<file path="config.mk">
export PLATFORM = sky130hd
export DESIGN_NAME = sha256_byte_stream_hasher_unit
export DESIGN_NICKNAME = d
export VERILOG_FILES = /design/src/design/sha256_pkg.sv /design/src/design/sha256_front.sv /design/src/design/sha256_core.sv /design/src/design/sha256_byte_stream_hasher_unit.sv
export SDC_FILE = /design/constraint.sdc
export NUM_CORES = 2
export LEC_CHECK = 0
export ABC_AREA = 0
export BUFFER_PORTS_ARGS = -buffer_cell sky130_fd_sc_hd__buf_4
export CORE_MARGIN = 8
export CORE_UTILIZATION = 30
export DETAILED_ROUTE_END_ITERATION = 16
export MAX_ROUTING_LAYER = met4
export PLACE_DENSITY = 0.54
export SYNTH_ARGS = -nofsm -noshare
export SYNTH_HDL_FRONTEND = slang
export SYNTH_HIERARCHICAL = 1
export SYNTH_SLANG_ARGS = --single-unit
</file>
<file path="constraint.sdc">
create_clock -name clk -period 10.8 [get_ports clk]
set_input_delay 1.08 -clock clk [delete_from_list [all_inputs] [get_ports clk]]
set_output_delay 1.08 -clock clk [all_outputs]
set_load 0.005 [all_outputs]
</file>
<file path="src/design/sha256_pkg.sv">
// Package for the SHA-256 byte stream hasher: command type, round constants,
// initial hash values and round helper functions. No dependencies.
package sha256_pkg;

    localparam logic [1:0] CMD_BYTE     = 2'd0;
    localparam logic [1:0] CMD_END      = 2'd1;
    localparam logic [1:0] CMD_BYTE_END = 2'd2;

    typedef struct packed {
        logic [1:0] cmd;
        logic [7:0] data;
    } cmd_t;

    localparam logic [31:0] IV [8] = '{
        32'h6a09e667, 32'hbb67ae85, 32'h3c6ef372, 32'ha54ff53a,
        32'h510e527f, 32'h9b05688c, 32'h1f83d9ab, 32'h5be0cd19
    };

    localparam logic [31:0] RC [64] = '{
        32'h428a2f98, 32'h71374491, 32'hb5c0fbcf, 32'he9b5dba5,
        32'h3956c25b, 32'h59f111f1, 32'h923f82a4, 32'hab1c5ed5,
        32'hd807aa98, 32'h12835b01, 32'h243185be, 32'h550c7dc3,
        32'h72be5d74, 32'h80deb1fe, 32'h9bdc06a7, 32'hc19bf174,
        32'he49b69c1, 32'hefbe4786, 32'h0fc19dc6, 32'h240ca1cc,
        32'h2de92c6f, 32'h4a7484aa, 32'h5cb0a9dc, 32'h76f988da,
        32'h983e5152, 32'ha831c66d, 32'hb00327c8, 32'hbf597fc7,
        32'hc6e00bf3, 32'hd5a79147, 32'h06ca6351, 32'h14292967,
        32'h27b70a85, 32'h2e1b2138, 32'h4d2c6dfc, 32'h53380d13,
        32'h650a7354, 32'h766a0abb, 32'h81c2c92e, 32'h92722c85,
        32'ha2bfe8a1, 32'ha81a664b, 32'hc24b8b70, 32'hc76c51a3,
        32'hd192e819, 32'hd6990624, 32'hf40e3585, 32'h106aa070,
        32'h19a4c116, 32'h1e376c08, 32'h2748774c, 32'h34b0bcb5,
        32'h391c0cb3, 32'h4ed8aa4a, 32'h5b9cca4f, 32'h682e6ff3,
        32'h748f82ee, 32'h78a5636f, 32'h84c87814, 32'h8cc70208,
        32'h90befffa, 32'ha4506ceb, 32'hbef9a3f7, 32'hc67178f2
    };

    function automatic logic [31:0] rotr(input logic [31:0] x, input int s);
        rotr = (x >> s) | (x << (32 - s));
    endfunction

    function automatic logic [31:0] ssig0(input logic [31:0] x);
        ssig0 = rotr(x, 7) ^ rotr(x, 18) ^ (x >> 3);
    endfunction

    function automatic logic [31:0] ssig1(input logic [31:0] x);
        ssig1 = rotr(x, 17) ^ rotr(x, 19) ^ (x >> 10);
    endfunction

    function automatic logic [31:0] bsig0(input logic [31:0] x);
        bsig0 = rotr(x, 2) ^ rotr(x, 13) ^ rotr(x, 22);
    endfunction

    function automatic logic [31:0] bsig1(input logic [31:0] x);
        bsig1 = rotr(x, 6) ^ rotr(x, 11) ^ rotr(x, 25);
    endfunction

endpackage

</file>
<file path="src/design/sha256_front.sv">
// Front end: accepts input beats, classifies them into commands and queues them.
// Depends on sha256_pkg.
module sha256_front #(
    parameter int QDEPTH = 4
) (
    input  logic                clk,
    input  logic                rst_n,
    input  logic [7:0]          data_byte,
    input  logic                has_byte,
    input  logic                end_of_message,
    input  logic                in_valid,
    output logic                in_ready,
    output sha256_pkg::cmd_t    cmd,
    output logic                cmd_valid,
    input  logic                cmd_ready
);
    localparam int AW = (QDEPTH > 1) ? $clog2(QDEPTH) : 1;

    sha256_pkg::cmd_t  q_reg [QDEPTH];
    logic [AW-1:0]     wr_reg, rd_reg;
    logic [AW:0]       cnt_reg;
    sha256_pkg::cmd_t  c;
    logic              push, pop, useful;

    always_comb
    begin
        c.data = data_byte;
        c.cmd  = sha256_pkg::CMD_BYTE;
        if (has_byte && end_of_message)
            c.cmd = sha256_pkg::CMD_BYTE_END;
        else if (end_of_message)
            c.cmd = sha256_pkg::CMD_END;
    end

    assign useful    = has_byte | end_of_message;
    assign in_ready  = (cnt_reg != (AW+1)'(QDEPTH));
    assign push      = in_valid && in_ready && useful;
    assign cmd_valid = (cnt_reg != '0);
    assign cmd       = q_reg[rd_reg];
    assign pop       = cmd_valid && cmd_ready;

    always_ff @(posedge clk)
    begin
        if (push)
            q_reg[wr_reg] <= c;
    end

    always_ff @(posedge clk or negedge rst_n)
    begin
        if (!rst_n)
        begin
            wr_reg  <= '0;
            rd_reg  <= '0;
            cnt_reg <= '0;
        end
        else
        begin
            if (push)
                wr_reg <= (wr_reg == AW'(QDEPTH - 1)) ? '0 : wr_reg + 1'b1;
            if (pop)
                rd_reg <= (rd_reg == AW'(QDEPTH - 1)) ? '0 : rd_reg + 1'b1;
            cnt_reg <= cnt_reg + (AW+1)'(push) - (AW+1)'(pop);
        end
    end
endmodule

</file>
<file path="src/design/sha256_core.sv">
// Back end: block buffer, padding, 64-round compression and digest output.
// Depends on sha256_pkg.
module sha256_core (
    input  logic                clk,
    input  logic                rst_n,
    input  sha256_pkg::cmd_t    cmd,
    input  logic                cmd_valid,
    output logic                cmd_ready,
    output logic [31:0]         digest_word,
    output logic [2:0]          word_number,
    output logic                last_word,
    output logic                out_valid,
    input  logic                out_ready
);
    localparam logic [2:0] S_IDLE  = 3'd0;
    localparam logic [2:0] S_PAD   = 3'd1;
    localparam logic [2:0] S_ROUND = 3'd2;
    localparam logic [2:0] S_ADD   = 3'd3;
    localparam logic [2:0] S_OUT   = 3'd4;

    logic [2:0]   st_reg, st_next;
    logic [31:0]  w_reg [16];      // 16-word message window, word 0 = current
    logic [31:0]  v_reg [8];
    logic [31:0]  h_reg [8];
    logic [5:0]   cnt_reg;         // bytes in block, then round index
    logic [63:0]  bits_reg;
    logic [63:0]  total_reg;
    logic [5:0]   pos_reg;         // pad write position
    logic         fin_reg;         // padding running
    logic         lenblk_reg;      // current pad block holds the length
    logic         mark_due_reg;    // end came on a full block, marker still owed
    logic [2:0]   oidx_reg;

    logic [31:0]  t1, t2, wn;
    logic [3:0]   wi;
    logic [1:0]   bi;
    logic [7:0]   pad_byte;
    logic         take;

    assign cmd_ready = (st_reg == S_IDLE);
    assign take      = cmd_valid && cmd_ready;
    assign out_valid = (st_reg == S_OUT);
    assign digest_word = h_reg[oidx_reg];
    assign word_number = oidx_reg;
    assign last_word   = (oidx_reg == 3'd7);

    always_comb
    begin
        t1 = v_reg[7] + sha256_pkg::bsig1(v_reg[4])
           + ((v_reg[4] & v_reg[5]) ^ (~v_reg[4] & v_reg[6]))
           + sha256_pkg::RC[cnt_reg] + w_reg[0];
        t2 = sha256_pkg::bsig0(v_reg[0])
           + ((v_reg[0] & v_reg[1]) ^ (v_reg[0] & v_reg[2]) ^ (v_reg[1] & v_reg[2]));
        wn = w_reg[0] + sha256_pkg::ssig0(w_reg[1]) + w_reg[9]
           + sha256_pkg::ssig1(w_reg[14]);
        wi = pos_reg[5:2];
        bi = pos_reg[1:0];
        if (pos_reg == cnt_reg && !lenblk_reg)
            pad_byte = 8'h80;
        else if (lenblk_reg && pos_reg >= 6'd56)
            pad_byte = total_reg[8*(7 - (pos_reg - 6'd56)) +: 8];
        else
            pad_byte = 8'h00;
    end

    always_comb
    begin
        st_next = st_reg;
        case (st_reg)
            S_IDLE:
            begin
                if (take)
                begin
                    if (cmd.cmd == sha256_pkg::CMD_BYTE && cnt_reg == 6'd63)
                        st_next = S_ROUND;
                    else if (cmd.cmd == sha256_pkg::CMD_BYTE_END && cnt_reg == 6'd63)
                        st_next = S_ROUND;
                    else if (cmd.cmd != sha256_pkg::CMD_BYTE)
                        st_next = S_PAD;
                end
            end
            S_PAD:   if (pos_reg == 6'd63) st_next = S_ROUND;
            S_ROUND: if (cnt_reg == 6'd63) st_next = S_ADD;
            S_ADD:   st_next = (fin_reg && lenblk_reg) ? S_OUT
                             : (fin_reg ? S_PAD : S_IDLE);
            S_OUT:   if (out_ready && oidx_reg == 3'd7) st_next = S_IDLE;
            default: st_next = S_IDLE;
        endcase
    end

    always_ff @(posedge clk)
    begin
        if (take && cmd.cmd != sha256_pkg::CMD_END)
            w_reg[cnt_reg[5:2]][8*(3 - cnt_reg[1:0]) +: 8] <= cmd.data;
        else if (st_reg == S_PAD)
            w_reg[wi][8*(3 - bi) +: 8] <= pad_byte;
        else if (st_reg == S_ROUND)
        begin
            for (int k = 0; k < 15; k++)
                w_reg[k] <= w_reg[k+1];
            w_reg[15] <= wn;
        end
        if (st_reg == S_ROUND)
        begin
            v_reg[7] <= v_reg[6]; v_reg[6] <= v_reg[5]; v_reg[5] <= v_reg[4];
            v_reg[4] <= v_reg[3] + t1;
            v_reg[3] <= v_reg[2]; v_reg[2] <= v_reg[1]; v_reg[1] <= v_reg[0];
            v_reg[0] <= t1 + t2;
        end
        else
            v_reg <= h_reg;
    end

    always_ff @(posedge clk or negedge rst_n)
    begin
        if (!rst_n)
        begin
            st_reg       <= S_IDLE;
            h_reg        <= sha256_pkg::IV;
            cnt_reg      <= '0;
            bits_reg     <= '0;
            total_reg    <= '0;
            pos_reg      <= '0;
            fin_reg      <= 1'b0;
            lenblk_reg   <= 1'b0;
            mark_due_reg <= 1'b0;
            oidx_reg     <= '0;
        end
        else
        begin
            st_reg <= st_next;
            case (st_reg)
                S_IDLE:
                begin
                    if (take)
                    begin
                        if (cmd.cmd != sha256_pkg::CMD_END)
                            cnt_reg <= cnt_reg + 1'b1;
                        if (cmd.cmd != sha256_pkg::CMD_BYTE)
                        begin
                            fin_reg <= 1'b1;
                            if (cmd.cmd == sha256_pkg::CMD_BYTE_END && cnt_reg == 6'd63)
                            begin
                                // full block first, then padding from byte 0
                                total_reg    <= bits_reg + 64'd512;
                                lenblk_reg   <= 1'b0;
                                mark_due_reg <= 1'b1;
                                pos_reg      <= 6'd0;
                            end
                            else
                            begin
                                if (cmd.cmd == sha256_pkg::CMD_BYTE_END)
                                begin
                                    total_reg <= bits_reg + {55'd0, cnt_reg + 6'd1, 3'd0};
                                    pos_reg   <= cnt_reg + 6'd1;
                                end
                                else
                                begin
                                    total_reg <= bits_reg + {55'd0, cnt_reg, 3'd0};
                                    pos_reg   <= cnt_reg;
                                end
                                lenblk_reg <= 1'b0;
                            end
                        end
                        if (cmd.cmd == sha256_pkg::CMD_BYTE_END)
                            cnt_reg <= cnt_reg + 1'b1;
                    end
                end
                S_PAD:
                begin
                    pos_reg <= pos_reg + 1'b1;
                    // pos after the marker byte of the first pad block
                    if (pos_reg == cnt_reg && !lenblk_reg && pos_reg < 6'd56)
                        lenblk_reg <= 1'b1;
                    if (pos_reg == 6'd63)
                        cnt_reg <= '0;
                end
                S_ROUND:
                    cnt_reg <= cnt_reg + 1'b1;
                S_ADD:
                begin
                    for (int k = 0; k < 8; k++)
                        h_reg[k] <= h_reg[k] + v_reg[k];
                    if (!fin_reg)
                        bits_reg <= bits_reg + 64'd512;
                    pos_reg <= '0;
                    if (fin_reg && !lenblk_reg && !mark_due_reg)
                    begin
                        // marker went into the previous block; next block
                        // starts with zeros, marker slot disabled
                        cnt_reg    <= 6'd63;
                        lenblk_reg <= 1'b1;
                    end
                    else
                        cnt_reg <= '0;
                    mark_due_reg <= 1'b0;
                    oidx_reg     <= '0;
                end
                S_OUT:
                begin
                    if (out_ready)
                    begin
                        oidx_reg <= oidx_reg + 1'b1;
                        if (oidx_reg == 3'd7)
                        begin
                            h_reg      <= sha256_pkg::IV;
                            bits_reg   <= '0;
                            cnt_reg    <= '0;
                            fin_reg    <= 1'b0;
                            lenblk_reg <= 1'b0;
                        end
                    end
                end
                default: ;
            endcase
        end
    end
endmodule

</file>
<file path="src/design/sha256_byte_stream_hasher_unit.sv">
// Top level of the SHA-256 byte stream hasher: front queue plus compression core.
// Depends on sha256_pkg, sha256_front and sha256_core.
//
// Computes standard SHA-256 over a byte stream. Each beat carries an optional
// byte (has_byte) and an end-of-message flag. A beat with neither is dropped
// at once. Beats land in a short command queue, so the input keeps accepting
// while the core compresses, until the queue is full. The core takes bytes only
// while idle; the 64th of a block also starts a compression of 64 rounds and
// then the hash update, and no further bytes are taken until both are done.
// End of message runs a padding fill of one cycle per byte from the marker
// position to the end of the block and one compression; a second pad block
// (a full 64-byte fill plus a compression) follows when fewer than 9 bytes
// remain free for the marker and length. An end beat whose byte fills
// a block compresses that block first and then pads a fresh one. The eight
// digest words are then offered one per cycle while out_ready is high, word 0
// first, last_word on word 7. The running hash then returns to the initial
// values for the next message.
module sha256_byte_stream_hasher_unit #(
    parameter int QDEPTH = 4
) (
    input  logic        clk,
    input  logic        rst_n,
    input  logic [7:0]  data_byte,
    input  logic        has_byte,
    input  logic        end_of_message,
    input  logic        in_valid,
    output logic        in_ready,
    output logic [31:0] digest_word,
    output logic [2:0]  word_number,
    output logic        last_word,
    output logic        out_valid,
    input  logic        out_ready
);
    sha256_pkg::cmd_t cmd;
    logic             cmd_valid, cmd_ready;

    sha256_front #(.QDEPTH(QDEPTH)) u_front (
        .clk(clk), .rst_n(rst_n),
        .data_byte(data_byte), .has_byte(has_byte), .end_of_message(end_of_message),
        .in_valid(in_valid), .in_ready(in_ready),
        .cmd(cmd), .cmd_valid(cmd_valid), .cmd_ready(cmd_ready)
    );

    sha256_core u_core (
        .clk(clk), .rst_n(rst_n),
        .cmd(cmd), .cmd_valid(cmd_valid), .cmd_ready(cmd_ready),
        .digest_word(digest_word), .word_number(word_number), .last_word(last_word),
        .out_valid(out_valid), .out_ready(out_ready)
    );
endmodule
</file>
# Yosys cells after proc, flatten, opt, wreduce, memory -nomap -nowiden
# Memory sizes are Yosys's and may differ from the RTL's.
# Index checks and enable logic that the tools add are counted.
# op_classes
n_bitwise	30
n_eq_ne	26
order_cmp	4
n_mux	77
n_reduce_logical	38
n_shift	5
addsub	34
# op_table
cell	n
256-bit two-way mux	3
32-bit adder	18
256-bit case mux with 2 select lines	1
32-bit two-way mux	10
64-bit two-way mux	5
32-bit bitwise XOR	9
32-bit bitwise AND	5
64-bit by 9-bit adder with 64-bit output	2
64-bit case mux with 2 select lines	1
32-bit binary-select mux with 3-bit select	1
32-bit negator with 34-bit output	2
8-bit by 34-bit variable shift with 32-bit output (first input constant)	2
8-bit by 34-bit variable part select with 32-bit output	2
6-bit two-way mux	11
64-bit by 10-bit adder with 64-bit output (second input constant)	1
32-bit OR reduction	2
64-bit by 33-bit variable part select with 8-bit output	1
32-bit NOT	1
10-bit by 32-bit bitwise OR with 32-bit output	1
13-bit by 32-bit bitwise OR with 32-bit output	1
14-bit by 32-bit bitwise OR with 32-bit output	1
15-bit by 32-bit bitwise OR with 32-bit output	1
19-bit by 32-bit bitwise OR with 32-bit output	1
21-bit by 32-bit bitwise OR with 32-bit output	1
56 further kinds	131
# totals
mem_count	3
register_bits	668
in_bits	14
romBits	2048
out_inout_bits	38
ram_bits	552
# memory_table
memory	words	word_bits	rd	rd_ports_with_merged_regs	wr	line	source
(name not given)	64	32	1	0	0	sha256_core.sv:51	+ sha256_pkg::RC[cnt_reg] + w_reg[0];
u_core.w_reg	16	32	16	0	16	sha256_core.sv:22	logic [31:0] w_reg [16];
u_front.q_reg	4	10	1	0	1	sha256_front.sv:19	sha256_pkg::cmd_t q_reg [QDEPTH];

# Longest topological paths before layout
# depth
word_depth	9
depth_mapped	39

# Hierarchy
# The synthesis kept the hierarchy.
# by_module_without_submodules
module	seq_area_each_um2	cells_each	area_per_inst_um2	n_inst
sha256_core	30504.3	7616	74461.4	1
sha256_front	1376.3	94	1910.6	1

# Worst setup path after synthesis
# No wires, ideal clock.
# synth_path
path_kind	reg-to-reg
from	register u_core.cnt_reg[1]
to	register u_core/v_reg[255] in the netlist's numbering
stages_incl_launch_ff	35
path_slack_ns	3.086
arrival_time_ns	7.584
setup_ns	0.130
cell_sequence	dfrtp_1 > clkinv_1 > ha_1 > clkbuf_1 > nor2b_1 > a21oi_1 > mux4_2 > fa_1 > inv_1 > fa_1 > inv_1 > ha_1 > inv_1 > o21ai_0 > a21oi_1 > nor2b_1 > o21ai_0 > a21boi_0 > o21ai_0 > a32oi_1 > a21o_1 > a21oi_1 > xnor2_1 > fa_1 > ha_1 > a21o_1 > a21o_1 > a21oi_1 > o21ai_0 > a21oi_1 > nand2b_1 > a211oi_1 > a211oi_1 > xor2_1 > o21ai_0
# synth_via
elab_chain_len	8
# synth_rtl
element	line	source
start: declaration	sha256_core.sv:25	logic [5:0] cnt_reg;
start signal: assignment	sha256_core.sv:138	cnt_reg <= cnt_reg + 1'b1;
start signal: assignment	sha256_core.sv:166	cnt_reg <= cnt_reg + 1'b1;
start signal: assignment	sha256_core.sv:179	cnt_reg <= cnt_reg + 1'b1;
6-bit NOT with 7-bit output (not written as such)	sha256_core.sv:51	
memory 64 x 32 bit	n/a	
32-bit two-way mux (not written as such) (2 in series)	sha256_core.sv:51	
32-bit adder (2 in series)	sha256_core.sv:51	
32-bit adder	sha256_core.sv:108	v_reg[0] <= t1 + t2;
256-bit two-way mux	sha256_core.sv:103	if (st_reg == S_ROUND)
end signal: assignment	sha256_core.sv:111	v_reg <= h_reg;
end: declaration	sha256_core.sv:23	logic [31:0] v_reg [8];
# Every way passes these cells. The select of a mux whose other input is x is not followed.
# A chain may end at the register's enable or synchronous reset.

# Worst setup path in the final report
# layout_path
from	register u_core.cnt_reg[1]
to	register u_core/v_reg[127] in the netlist's numbering
# layout_via
elab_chain_len	8
# layout_rtl
element	line	source
6-bit NOT with 7-bit output (not written as such)	sha256_core.sv:51	
memory 64 x 32 bit	n/a	
32-bit two-way mux (not written as such) (2 in series)	sha256_core.sv:51	
32-bit adder (2 in series)	sha256_core.sv:51	
32-bit adder	sha256_core.sv:106	v_reg[4] <= v_reg[3] + t1;
256-bit two-way mux	sha256_core.sv:103	
# Every way passes these cells. The select of a mux whose other input is x is not followed.

==> qor.txt <==
Period minus WS final: 9970 ps
Largest register FFs: 512
Worst Max-Slew Pin Slew: 1330 ps
Final setup viols: 0
Root Buffer: clkbuf_16
fin nets: 8206
Via density: 5.44
status: complete, no violations
CP Capture Type: register
CP Launch Type: register
Worst-Skew Late Latency: 840 ps
sequential area share after synthesis: 41.7%
YS warnings: 6
Synth Cell Area: 76400 um^2
Pwr Density: 119 nW/um^2
total of max-cap violations: 0
dominant synthesized flop cell: edfxtp_1
drt pass-1 iters: 6
Yosys top cell area share: 21.7%
GRT overflow: 0
CTS Buf Count: 145
Critical Path Fanout Max: 18
1st-iter DRT viols: 5865
Starting Density: 30.1%
Max IR drop VDD: 0.145 mV
mean post-synth cell area: 9.91 um^2
top cells by count, synth: nand2_1, a21o_1, o21ai_0
Multi-input gate area: 41900 um^2
die width: 521 um
# fillers: 25700
CTS H-tree depth: 4
crit path DAT: 10630 ps
placed cell areas: 80400 um^2
clock skew: 81.4 ps
layout cell share with drive strength beyond 1: 10.3%
CP max stage delay: 820 ps
CTS tree: done
number of global-route vias before repair: 59000
Reg2Reg Capture Point: u_core/v_reg[127]
hold slack: 337 ps
Hold-fix buffers, CTS: 0
final max-slew violation count: 0
die area: 271000 um^2
Sequential Area: 31900 um^2
Worst Path Required: 11460 ps
DP HPWL: 201000 um
post-CTS resize count: 0
setup TNS: 0 ps
Routed WL per cell: 24.8 um
reg2reg start: u_core/cnt_reg[1]
Worst Hold Class: in2async
CTS sink count: 1208
Worst path most repeated cell: a21oi_1
largest net degree at the start of global routing: 224
post-synthesis cell count: 7710
f_max: 100 MHz
Worst Path Class, Setup: reg2reg
Routed Antenna Nets: 0
Syn Nets: 8326
worst-case reg-to-reg path depth: 37
Routed WL: 275000 um
most frequent cell after synthesis: nand2_1
Vias: 60300
Relative slew margins: 10.4%
Tcrit/Tclk final: 92.3%
Syn-to-layout area delta: 11.9%
cell taking the most area after synthesis: edfxtp_1
antenna violations before repair: 12
core area: 254000 um^2
final hold viol count: 0
Synth area leaders: edfxtp_1, dfrtp_1, dfxtp_1, ha_1, a21o_1
post-layout util: 33.7%
Ports: 52
leakage: 36.4 nW
unique cell type count in the Yosys netlist: 102
R2R setup slack: 830 ps
num rows: 185
first-pass GRT wire length: 403000 um
Die Span Y: 521 um
clock buffer depth: 3
GPL Wtd Cong: 0.944
# DRC: 0
input/output buffers: 51
Tot GR Track Use: 20.2%
Slowest-stage cell, CP: dfrtp_1
number of synthesized flops with an enable pin: 552
RSZ-0062 raised after global routing: false
clock-pin slew on the worst setup and hold paths: 60 ps
setup bufs post-CTS: 0
ys async rst share: 33.1%
post-synthesis sequential element count: 1208
post-route cell area: 85400 um^2
==> logic make-up after synthesis <==
kind of cell             count (synthesis)  share of synthesized area [%]
AO/OA/AOI/OAI                         2328                           19.7
AND/OR/NAND/NOR                       2049                           11.9
flip-flops                            1208                           41.7
buffers and inverters                  698                           3.47
adder cells (fa/ha/maj)                632                           12.2
XOR/XNOR                               617                           7.08
multiplexers                           177                           3.99
other                                    1                        0.00491
==> worst max-delay path by stage <==
stage,from,to,slack [ps]
after floorplan,u_core/cnt_reg[1],u_core/v_reg[255],3090
after global placement,u_core/cnt_reg[1],u_core/v_reg[127],1070
after global routing,u_core/cnt_reg[1],u_core/v_reg[127],310
after CTS,u_core/cnt_reg[1],u_core/v_reg[255],1050
final,u_core/cnt_reg[1],u_core/v_reg[127],830
after detailed placement,u_core/cnt_reg[1],u_core/v_reg[255],1110
==> cell type report <==
cell class | instances | share of cell area [%]
tap | 3366 | 4.93
sequential | 1208 | 37.3
inverter | 263 | 1.16
timing repair buffer | 168 | 1.57
clock buffer | 195 | 4.73
antenna | 4 | 0.0117
clock inverter | 76 | 1.20
multi-input combinational | 5804 | 49.1
==> per-layer routing <==
layer	up-vias	share of wire (%)	global-route usage, %
met3	398	6.0	2.50
li1	27300	-	-
met4	0	3.3	6.03
met2	2068	47	32.1
met1	30500	44	27.0
met5	-	0	-
==> critical path, delay by kind of cell (launching register included) <==
kind | cells | cell delay [ps]
simple gates | 6 | 1200
flops | 1 | 820
buf+inv | 3 | 390
fa+ha+maj | 5 | 2140
compound gates | 21 | 4730
xor+xnor | 2 | 490
==> power by group <==
| group | switching, W | internal [W] | leakage (nW) | total [W] |
|---|---|---|---|---|
| Clock | 0.00220 | 0.00299 | 2.45 | 0.00518 |
| Combinational | 0.0000979 | 0.0000429 | 23.9 | 0.000141 |
| Sequential | 0.0000163 | 0.00480 | 10.1 | 0.00482 |
| Total | 0.00231 | 0.00783 | 36.4 | 0.0101 |
==> cell usage in the layout (no fill, tap or decap), types with 29 or more instances in the layout <==
cell       count
and3_1        66
maj3_1        30
clkbuf_16    146
a31oi_1       78
xnor2_1      414
o21bai_1      42
dfstp_2      136
dfxtp_1      256
clkbuf_1      29
nor2_1       382
fa_1         196
o31ai_1       42
ha_1         406
dfrtp_1      258
nor2b_1       55
a211oi_1      47
nand2_1     1061
mux2_2        63
mux4_2        95
o21ai_0      564
buf_4        161
nor3_1       102
nand4_1       29
a21oi_1      492
edfxtp_1     552
nand3_1      100
o21a_1        79
a21o_1       658
xor2_1       203
a22oi_1       43
or2_2         38
inv_1        258
nand2b_1      70
==> metrics by stage <==
stage               worst slack, ps  std cells  power, W
floorplan                      3090       7710   0.00498
global placement               1070      10800   0.00505
detailed placement             1110      10800   0.00506
CTS                            1050      11100    0.0103
global route                    315      11100    0.0105
finish                          831      11100    0.0101
Power figures use the tool's default switching activity.
